--- src/rtl/mwd_pkg.sv ---
`timescale 1ns / 1ps
// Package for the magic word message deframer: payload structs, queue entry,
// phase enum, framing constants. No dependencies.
package mwd_pkg;

    localparam int MAX_MSG_BYTES_DEFAULT = 65536;
    localparam int QUEUE_DEPTH_DEFAULT   = 4;

    localparam int MSG_LEN_W = 17;
    typedef logic [MSG_LEN_W-1:0] msg_len_t;
    localparam msg_len_t MAX_LEN_RESET = 17'h10000;

    localparam logic [7:0]  MAGIC_B0   = 8'hAF;
    localparam logic [7:0]  MAGIC_B1   = 8'hFE;
    localparam logic [7:0]  MAGIC_B2   = 8'hC0;
    localparam logic [7:0]  MAGIC_B3   = 8'hC2;
    localparam logic [15:0] MAGIC_P2   = 16'hAFFE;
    localparam logic [23:0] MAGIC_HEAD = 24'hAFFEC0;

    localparam logic [3:0]  HDR_MAGIC_LEN  = 4'd4;
    localparam logic [3:0]  HDR_SIZE_FIRST = 4'd8;
    localparam logic [3:0]  HDR_LEN        = 4'd12;
    localparam logic [32:0] MSG_OVERHEAD   = 33'd24;
    localparam logic [32:0] HDR_LEN_W      = 33'd12;

    typedef enum logic [1:0] {
        PH_HUNT   = 2'd0,
        PH_HEADER = 2'd1,
        PH_BODY   = 2'd2
    } phase_t;

    typedef struct packed {
        logic [7:0]  data_byte;
        logic        packet_last;
        logic [63:0] packet_time;
    } in_item_t;

    typedef struct packed {
        logic [7:0]  out_byte;
        logic        msg_first;
        logic        msg_last;
        logic        frame_error;
        logic [63:0] msg_time;
        logic        run_last;
    } out_item_t;

    // One queue entry: either a whole magic word burst or one message byte.
    typedef struct packed {
        logic        is_magic;
        logic [7:0]  data;
        logic        msg_last;
        logic        frame_error;
        logic [63:0] msg_time;
    } cmd_t;

    function automatic logic [7:0] magic_byte(input logic [1:0] idx);
        logic [7:0] b;
        unique case (idx)
            2'd0:    b = MAGIC_B0;
            2'd1:    b = MAGIC_B1;
            2'd2:    b = MAGIC_B2;
            default: b = MAGIC_B3;
        endcase
        return b;
    endfunction

endpackage

--- src/rtl/mwd_front.sv ---
`timescale 1ns / 1ps
// Front end: hunts for the magic word, tracks header and body, stamps times.
// Pushes one queue entry per accepted byte that causes results. Uses mwd_pkg.
module mwd_front #(
    parameter int MAX_MSG_BYTES = mwd_pkg::MAX_MSG_BYTES_DEFAULT
) (
    input  logic             clk,
    input  logic             rst_n,
    input  logic             accept,
    input  mwd_pkg::in_item_t item,
    input  mwd_pkg::msg_len_t max_len,
    output logic             cmd_valid,
    output mwd_pkg::cmd_t    cmd
);
    import mwd_pkg::*;

    localparam int BR_W = $clog2(MAX_MSG_BYTES + 1);
    localparam logic [32:0] LIMIT_CAP = 33'(MAX_MSG_BYTES);

    phase_t          phase_reg, phase_next;
    logic [23:0]     recent_reg, recent_next;
    logic [3:0]      hidx_reg, hidx_next;
    logic [31:0]     size_reg, size_next;
    logic [BR_W-1:0] br_reg, br_next;
    logic            pend_flag_reg, pend_flag_next;
    logic [63:0]     pend_time_reg, pend_time_next;

    logic [31:0]     size_upd;
    logic [3:0]      hidx_inc;
    logic [32:0]     total;
    logic [32:0]     limit;
    logic [BR_W-1:0] br_dec;
    logic [63:0]     time_sel;
    logic            take;
    logic            pend_kept;
    logic            prefix;
    logic            unconsumed;

    always_ff @(posedge clk or negedge rst_n) begin
        if (!rst_n)
        begin
            phase_reg     <= PH_HUNT;
            recent_reg    <= '0;
            hidx_reg      <= '0;
            size_reg      <= '0;
            br_reg        <= '0;
            pend_flag_reg <= 1'b0;
            pend_time_reg <= '0;
        end
        else
        begin
            phase_reg     <= phase_next;
            recent_reg    <= recent_next;
            hidx_reg      <= hidx_next;
            size_reg      <= size_next;
            br_reg        <= br_next;
            pend_flag_reg <= pend_flag_next;
            pend_time_reg <= pend_time_next;
        end
    end

    assign size_upd = (hidx_reg >= HDR_SIZE_FIRST) ? {size_reg[23:0], item.data_byte} : size_reg;
    assign hidx_inc = hidx_reg + 4'd1;
    assign total    = {1'b0, size_upd} + MSG_OVERHEAD;
    assign limit    = ({16'b0, max_len} > LIMIT_CAP) ? LIMIT_CAP : {16'b0, max_len};
    assign br_dec   = (br_reg != '0) ? br_reg - BR_W'(1) : br_reg;
    assign time_sel = pend_flag_reg ? pend_time_reg : item.packet_time;

    always_comb
    begin
        phase_next     = phase_reg;
        recent_next    = recent_reg;
        hidx_next      = hidx_reg;
        size_next      = size_reg;
        br_next        = br_reg;
        pend_flag_next = pend_flag_reg;
        pend_time_next = pend_time_reg;
        cmd_valid      = 1'b0;
        cmd            = '{is_magic: 1'b0, data: item.data_byte, msg_last: 1'b0,
                           frame_error: 1'b0, msg_time: 64'd0};
        take           = 1'b0;
        pend_kept      = 1'b0;
        prefix         = 1'b0;
        unconsumed     = 1'b0;
        if (accept)
        begin
            unique case (phase_reg)
                PH_HUNT:
                begin
                    if (recent_reg == MAGIC_HEAD && item.data_byte == MAGIC_B3)
                    begin
                        cmd_valid    = 1'b1;
                        cmd.is_magic = 1'b1;
                        phase_next   = PH_HEADER;
                        hidx_next    = HDR_MAGIC_LEN;
                        size_next    = '0;
                        recent_next  = '0;
                    end
                    else
                    begin
                        recent_next = {recent_reg[15:0], item.data_byte};
                    end
                end
                PH_HEADER:
                begin
                    cmd_valid = 1'b1;
                    size_next = size_upd;
                    if (hidx_inc >= HDR_LEN)
                    begin
                        hidx_next = '0;
                        if (total > limit)
                        begin
                            // too long: abort on the last header byte
                            take            = 1'b1;
                            cmd.msg_last    = 1'b1;
                            cmd.frame_error = 1'b1;
                            cmd.msg_time    = time_sel;
                            phase_next      = PH_HUNT;
                            recent_next     = '0;
                        end
                        else
                        begin
                            br_next    = BR_W'(total - HDR_LEN_W);
                            phase_next = PH_BODY;
                        end
                    end
                    else
                    begin
                        hidx_next = hidx_inc;
                    end
                end
                PH_BODY:
                begin
                    cmd_valid = 1'b1;
                    br_next   = br_dec;
                    if (br_dec == '0)
                    begin
                        take         = 1'b1;
                        cmd.msg_last = 1'b1;
                        cmd.msg_time = time_sel;
                        phase_next   = PH_HUNT;
                        recent_next  = '0;
                    end
                end
                default:
                begin
                    phase_next = PH_HUNT;
                end
            endcase

            pend_kept  = pend_flag_reg & ~take;
            prefix     = (recent_next[7:0] == MAGIC_B0) || (recent_next[15:0] == MAGIC_P2) ||
                         (recent_next == MAGIC_HEAD);
            unconsumed = (phase_next != PH_HUNT) || prefix;
            pend_flag_next = pend_kept;
            if (item.packet_last && unconsumed && !pend_kept)
            begin
                pend_flag_next = 1'b1;
                pend_time_next = item.packet_time;
            end
        end
    end

endmodule

--- src/rtl/mwd_queue.sv ---
`timescale 1ns / 1ps
// Short queue of front-end entries between the front and back ends.
// Uses mwd_pkg.
module mwd_queue #(
    parameter int DEPTH = mwd_pkg::QUEUE_DEPTH_DEFAULT
) (
    input  logic          clk,
    input  logic          rst_n,
    input  logic          wr_en,
    input  mwd_pkg::cmd_t wr_data,
    output logic          full,
    output logic          rd_valid,
    input  logic          rd_ready,
    output mwd_pkg::cmd_t rd_data
);
    import mwd_pkg::*;

    localparam int PTR_W = (DEPTH > 1) ? $clog2(DEPTH) : 1;
    localparam int CNT_W = $clog2(DEPTH + 1);
    localparam logic [PTR_W-1:0] PTR_LAST = PTR_W'(DEPTH - 1);
    localparam logic [CNT_W-1:0] CNT_FULL = CNT_W'(DEPTH);

    cmd_t             mem [DEPTH];
    logic [PTR_W-1:0] wr_ptr_reg, wr_ptr_next;
    logic [PTR_W-1:0] rd_ptr_reg, rd_ptr_next;
    logic [CNT_W-1:0] count_reg, count_next;
    logic             do_wr;
    logic             do_rd;

    assign full     = (count_reg == CNT_FULL);
    assign rd_valid = (count_reg != '0);
    assign rd_data  = mem[rd_ptr_reg];
    assign do_wr    = wr_en && !full;
    assign do_rd    = rd_valid && rd_ready;

    always_comb
    begin
        wr_ptr_next = wr_ptr_reg;
        rd_ptr_next = rd_ptr_reg;
        count_next  = count_reg;
        if (do_wr)
        begin
            wr_ptr_next = (wr_ptr_reg == PTR_LAST) ? '0 : wr_ptr_reg + PTR_W'(1);
        end
        if (do_rd)
        begin
            rd_ptr_next = (rd_ptr_reg == PTR_LAST) ? '0 : rd_ptr_reg + PTR_W'(1);
        end
        if (do_wr && !do_rd)
        begin
            count_next = count_reg + CNT_W'(1);
        end
        else if (do_rd && !do_wr)
        begin
            count_next = count_reg - CNT_W'(1);
        end
    end

    always_ff @(posedge clk or negedge rst_n) begin
        if (!rst_n)
        begin
            wr_ptr_reg <= '0;
            rd_ptr_reg <= '0;
            count_reg  <= '0;
        end
        else
        begin
            wr_ptr_reg <= wr_ptr_next;
            rd_ptr_reg <= rd_ptr_next;
            count_reg  <= count_next;
        end
    end

    always_ff @(posedge clk) begin
        if (do_wr)
        begin
            mem[wr_ptr_reg] <= wr_data;
        end
    end

endmodule

--- src/rtl/mwd_back.sv ---
`timescale 1ns / 1ps
// Back end: expands queue entries into result beats, one per cycle while the
// output is free or taken, into an output register. Uses mwd_pkg.
module mwd_back (
    input  logic               clk,
    input  logic               rst_n,
    input  logic               cmd_valid,
    output logic               cmd_ready,
    input  mwd_pkg::cmd_t      cmd,
    output logic               out_valid,
    input  logic               out_take,
    output mwd_pkg::out_item_t out_item
);
    import mwd_pkg::*;

    logic       out_valid_reg, out_valid_next;
    out_item_t  out_reg, out_next;
    logic [1:0] bidx_reg, bidx_next;
    logic       load;

    assign load      = !out_valid_reg || out_take;
    assign out_valid = out_valid_reg;
    assign out_item  = out_reg;

    always_comb
    begin
        out_valid_next = out_valid_reg;
        out_next       = out_reg;
        bidx_next      = bidx_reg;
        cmd_ready      = 1'b0;
        if (load)
        begin
            out_valid_next = cmd_valid;
            if (cmd_valid)
            begin
                if (cmd.is_magic)
                begin
                    out_next = '{out_byte: magic_byte(bidx_reg), msg_first: (bidx_reg == 2'd0),
                                 msg_last: 1'b0, frame_error: 1'b0, msg_time: 64'd0,
                                 run_last: (bidx_reg == 2'd3)};
                    cmd_ready = (bidx_reg == 2'd3);
                    bidx_next = bidx_reg + 2'd1;
                end
                else
                begin
                    out_next = '{out_byte: cmd.data, msg_first: 1'b0, msg_last: cmd.msg_last,
                                 frame_error: cmd.frame_error, msg_time: cmd.msg_time,
                                 run_last: 1'b1};
                    cmd_ready = 1'b1;
                end
            end
        end
    end

    always_ff @(posedge clk or negedge rst_n) begin
        if (!rst_n)
        begin
            out_valid_reg <= 1'b0;
            bidx_reg      <= '0;
        end
        else
        begin
            out_valid_reg <= out_valid_next;
            bidx_reg      <= bidx_next;
        end
    end

    always_ff @(posedge clk) begin
        out_reg <= out_next;
    end

endmodule

--- src/rtl/magic_word_message_deframer_top.sv ---
`timescale 1ns / 1ps
// Top level of the magic word message deframer: front end, entry queue,
// back end and the max length register. Uses mwd_pkg and all mwd_ modules.
//
// Bytes are taken at one per clock cycle while full is low. A completed magic
// word yields four result beats, which the back end sends from one queue
// entry; with the default QUEUE_DEPTH of 4 this stalls the input (full high)
// when header bytes follow back to back. Beyond that, full rises only when the
// entry queue backs up behind a stalled result side. Every other message byte
// yields one beat. A result is written into the entry queue when its byte is
// accepted and then into the output register. Messages longer than the
// smaller of the length register and MAX_MSG_BYTES end on their twelfth byte
// with frame_error set. There is no clearing pass after reset.
module magic_word_message_deframer_top #(
    parameter int MAX_MSG_BYTES = mwd_pkg::MAX_MSG_BYTES_DEFAULT,
    parameter int QUEUE_DEPTH   = mwd_pkg::QUEUE_DEPTH_DEFAULT
) (
    input  logic               clk,
    input  logic               rst_n,
    input  logic               push,
    output logic               full,
    input  mwd_pkg::in_item_t  item,
    output logic               empty,
    input  logic               pop,
    output mwd_pkg::out_item_t result,
    input  logic               cfg_valid,
    output logic               cfg_ready,
    input  mwd_pkg::msg_len_t  cfg_data
);
    import mwd_pkg::*;

    msg_len_t max_len_reg;
    logic     accept;
    logic     f_valid;
    cmd_t     f_cmd;
    logic     q_valid;
    logic     q_ready;
    cmd_t     q_cmd;
    logic     out_valid;

    assign cfg_ready = 1'b1;
    assign accept    = push && !full;
    assign empty     = !out_valid;

    always_ff @(posedge clk or negedge rst_n) begin
        if (!rst_n)
        begin
            max_len_reg <= MAX_LEN_RESET;
        end
        else if (cfg_valid && cfg_ready)
        begin
            max_len_reg <= cfg_data;
        end
    end

    mwd_front #(
        .MAX_MSG_BYTES(MAX_MSG_BYTES)
    ) u_front (
        .clk      (clk),
        .rst_n    (rst_n),
        .accept   (accept),
        .item     (item),
        .max_len  (max_len_reg),
        .cmd_valid(f_valid),
        .cmd      (f_cmd)
    );

    mwd_queue #(
        .DEPTH(QUEUE_DEPTH)
    ) u_queue (
        .clk     (clk),
        .rst_n   (rst_n),
        .wr_en   (f_valid),
        .wr_data (f_cmd),
        .full    (full),
        .rd_valid(q_valid),
        .rd_ready(q_ready),
        .rd_data (q_cmd)
    );

    mwd_back u_back (
        .clk      (clk),
        .rst_n    (rst_n),
        .cmd_valid(q_valid),
        .cmd_ready(q_ready),
        .cmd      (q_cmd),
        .out_valid(out_valid),
        .out_take (pop),
        .out_item (result)
    );

    a_first_not_last: assert property (@(posedge clk) disable iff (!rst_n)
        !empty && result.msg_first |-> !result.msg_last)
        else $error("first beat of a message also marked last");

    a_error_on_last: assert property (@(posedge clk) disable iff (!rst_n)
        !empty && result.frame_error |-> result.msg_last && result.run_last)
        else $error("frame_error outside the last beat");

    a_time_on_last: assert property (@(posedge clk) disable iff (!rst_n)
        !empty && !result.msg_last |-> result.msg_time == 64'd0)
        else $error("msg_time set on a beat that is not last");

    a_first_from_queue: assert property (@(posedge clk) disable iff (!rst_n)
        !empty && result.msg_first && pop |=> !empty && !result.msg_first)
        else $error("magic word burst broken after its first beat");

endmodule

--- config.mk ---
export PLATFORM = sky130hd
export DESIGN_NAME = magic_word_message_deframer_top
export DESIGN_NICKNAME = d
export VERILOG_FILES = /design/src/rtl/mwd_pkg.sv /design/src/rtl/mwd_front.sv /design/src/rtl/mwd_queue.sv /design/src/rtl/mwd_back.sv /design/src/rtl/magic_word_message_deframer_top.sv
export SDC_FILE = /design/constraint.sdc
export NUM_CORES = 1
export LEC_CHECK = 0
export ABC_AREA = 0
export BUFFER_PORTS_ARGS = -buffer_cell sky130_fd_sc_hd__buf_2
export CAP_MARGIN = 20
export CORE_MARGIN = 8
export CORE_UTILIZATION = 62
export DETAILED_ROUTE_END_ITERATION = 12
export PLACE_DENSITY = 0.87
export SLEW_MARGIN = 40
export SYNTH_ARGS = -nofsm -noshare
export SYNTH_HDL_FRONTEND = slang
export SYNTH_SLANG_ARGS = --single-unit
--- constraint.sdc ---
create_clock -name clk -period 15.5 [get_ports clk]
set_input_delay 1.55 -clock clk [delete_from_list [all_inputs] [get_ports clk]]
set_output_delay 1.55 -clock clk [all_outputs]
set_load 0.05 [all_outputs]
==> run metrics <==
slowest CP cell buf_6; register area 0.0156 sq mm; # diodes 0; Worst-Skew Late Latency 610 ps; Netlist cell types between 90 and 100; worst hold path type flip-flop to flip-flop; Min Hold Slack around 480 ps; async set or reset register ratio after synthesis a little under a third; crit path DAT ~7000 ps; vias in the first global route between 15000 and 20000; post-cts gate resize count 0; placer congestion estimate 0.868; clk buf depth 3; EDFF count, synth roughly 380; clock buffer count from CTS between 50 and 60; cts hold-fix bufs 0; Ys Warns 0; Setup Buffers After CTS 0; Avg Inst Size Synth 14.6 sq um; P_leak 11.3 nW; syn nets 1848; # Max-Cap Violations 0; multi-input combinational cell area a little under 0.009 sq mm; Slew Viols, Final 0; Die X-Extent 217 um; status finished, final reports clean; layout cells sized above 1 between 20% and 30%; Top delay family on crit path compound AO/OA/AOI/OAI gates; worst endpoint required time ~16000 ps; Mapped Cells approximately 1700; post-route ant nets 0; Setup violations, final 0; CTS tree built; gr usage total approximately a quarter; design area about 0.028 sq mm; Critical path origin item[68]; DRT iter0 DRCs ~1700; fmax approximately 150 MHz; Die Height between 200 and 250 um; H-tree levels 2; worst reg2reg path startpoint u_front.hidx_reg[3]$_DFFE_PN0P_; area delta synth->final 11.7%; die area approximately 0.047 sq mm; flops & latches, synth approximately 550; gr ovfl total 0; clk sink count roughly 550; Final min period 6470 ps; Final HPWL DP around 37000 um; Power Dens Cells 171 mW/mm^2; fin crit share a little over two fifths; VDD IR max about 0.093 mV; floorplan core area 0.0398 sq mm; routed via count between 15000 and 20000; Max stage delay on crit path 670 ps; initial core utilization a little over three fifths; wire length per cell ~25 um; CP Launch Type input pin; crit path kind input pin to flip-flop; IO buf count about 170; largest net degree at the start of global routing 79; initial antenna violation count 1; IO Count approximately 170; Fill cells approximately 2500; RSZ-0062 raised after global routing no; Top FF cell, synth edfxtp_1; Routed WL about 60000 um; mapped cell area approximately 0.025 sq mm; HP Start u_queue.count_reg[2]$_DFFE_PN0P_; Hold Violations, Final 0; Bufs and invs on worst path 2; total power roughly 4.8 mW; # nets final between 1500 and 2000; # rows 73; Worst Clk Skew 26.4 ps; DRC viols 0; Setup TNS Final 0 ps; root buf cell clkbuf_16; Least-Margin Pin Slew 855 ps; Largest register FFs 300; Crit. End Element flip-flop; CP Max Fanout 58; placed instance area roughly 0.026 sq mm; routed vias/inst approximately 6.4; CTS clk-pin slew, worst paths 60 ps; Seq/Total Area, Yosys slightly above 60%; CP cell instances buf_2 > mux2i_1 > ha_1 > o32ai_2 > and2_1 > nand2_1 > xnor2_1 > nor2_1 > a21oi_1 > ha_1 > o21ai_0 > nor2_1 > a2111o_1 > a211oi_1 > nand4bb_4 > a311o_2 > o22ai_1 > a211oi_2 > a211o_4 > buf_6 > mux2_2; DR pass1 iterations 6; Slew Limit Headroom a little over two fifths; first-pass GRT wire length 92100 um
-- metal layers --
metal / GRT usage (%) / vias to the layer above / wire length [um]
met5: 0 / - / 13
met4: 8.97 / 2 / 2030
met3: 4.81 / 144 / 4480
met2: 42.5 / 748 / 30100
met1: 32.1 / 7854 / 23400
li1: - / 6772 / -
-- cell type report --
type | count | share of cell area, %
multi-input combinational | 1026 | 31.6
clock inverter | 25 | 0.898
timing repair buffer | 192 | 3.80
sequential | 547 | 55.7
tap | 525 | 2.35
inverter | 33 | 0.442
clock buffer | 73 | 5.22
-- Yosys cell counts, types with 34 or more instances --
| cell | count | area, sq um |
|---|---|---|
| edfxtp_1 | 376 | 11300 |
| dfrtp_1 | 170 | 4250 |
| nor2_1 | 111 | 417 |
| nand2_1 | 95 | 357 |
| mux2i_1 | 85 | 851 |
| mux4_2 | 75 | 1690 |
| nor2b_1 | 75 | 469 |
| clkbuf_1 | 65 | 244 |
| mux2_4 | 60 | 901 |
| a21oi_1 | 57 | 285 |
| a22o_1 | 54 | 473 |
| o21ai_0 | 43 | 215 |
| ha_1 | 38 | 475 |
| nand3_1 | 34 | 170 |
-- cell usage in the layout, fill, tap and decap left out, drive strengths merged, types with 6 or more instances in the layout --
master / n
xnor2: 30
xor2: 14
o22ai: 11
or3: 8
nand4b: 6
nor3b: 7
mux4: 75
and2: 8
nor4: 19
dfrtp: 170
inv: 33
a211oi: 6
mux2i: 85
nor2b: 75
o21ai: 46
and3: 6
mux2: 89
buf: 192
nand2: 96
nor2: 111
nand3: 34
o31ai: 7
a21o: 7
nand2b: 14
a21oi: 57
nor3: 28
a31oi: 11
clkinv: 19
nand4: 23
edfxtp: 376
ha: 38
a22o: 54
clkbuf: 73
-- final timing paths --
check	to	depth (start not counted)	slack, ps
hold reg to reg	u_queue.count_reg[2]$_DFFE_PN0P_	1	480
min in group asynchronous	max_len_reg[6]$_DFFE_PN0P_	1	910
hold / removal	u_queue.count_reg[2]$_DFFE_PN0P_	1	480
setup reg to reg	u_front.pend_time_reg[0]$_DFFE_PN0P_	21	9260
setup / recovery	u_front.pend_time_reg[0]$_DFFE_PN0P_	21	9030
max in group asynchronous	u_front.pend_time_reg[34]$_DFFE_PN0P_	2	13450
-- power by group --
part,internal [mW],switching (mW),leakage (nW)
registers,1.85,0.247,6.06
clock network,0.729,0.544,0.833
logic,0.553,0.856,4.42
total,3.13,1.65,11.3
-- kinds of logic after synthesis --
kind of cell / share of synthesized area, %
other: 0.0150
AOI/OAI and AO/OA: 6.94
xor gates and xnor gates: 1.63
buffers and inverters: 2.76
and+or+nand+nor: 9.48
adders and majority gates: 2.02
DFF: 62.1
muxes: 15.0
-- through the flow --
stage	setup slack, ps	util, %	cells
2_1_floorplan	8350	-	1714
3_3_place_gp	8350	65.8	2321
3_5_place_dp	8450	66.0	2323
4_1_cts	9060	70.3	2421
5_1_grt	8710	70.3	2421
6_report	9030	70.3	2421
(Power assumes the default switching activity.)
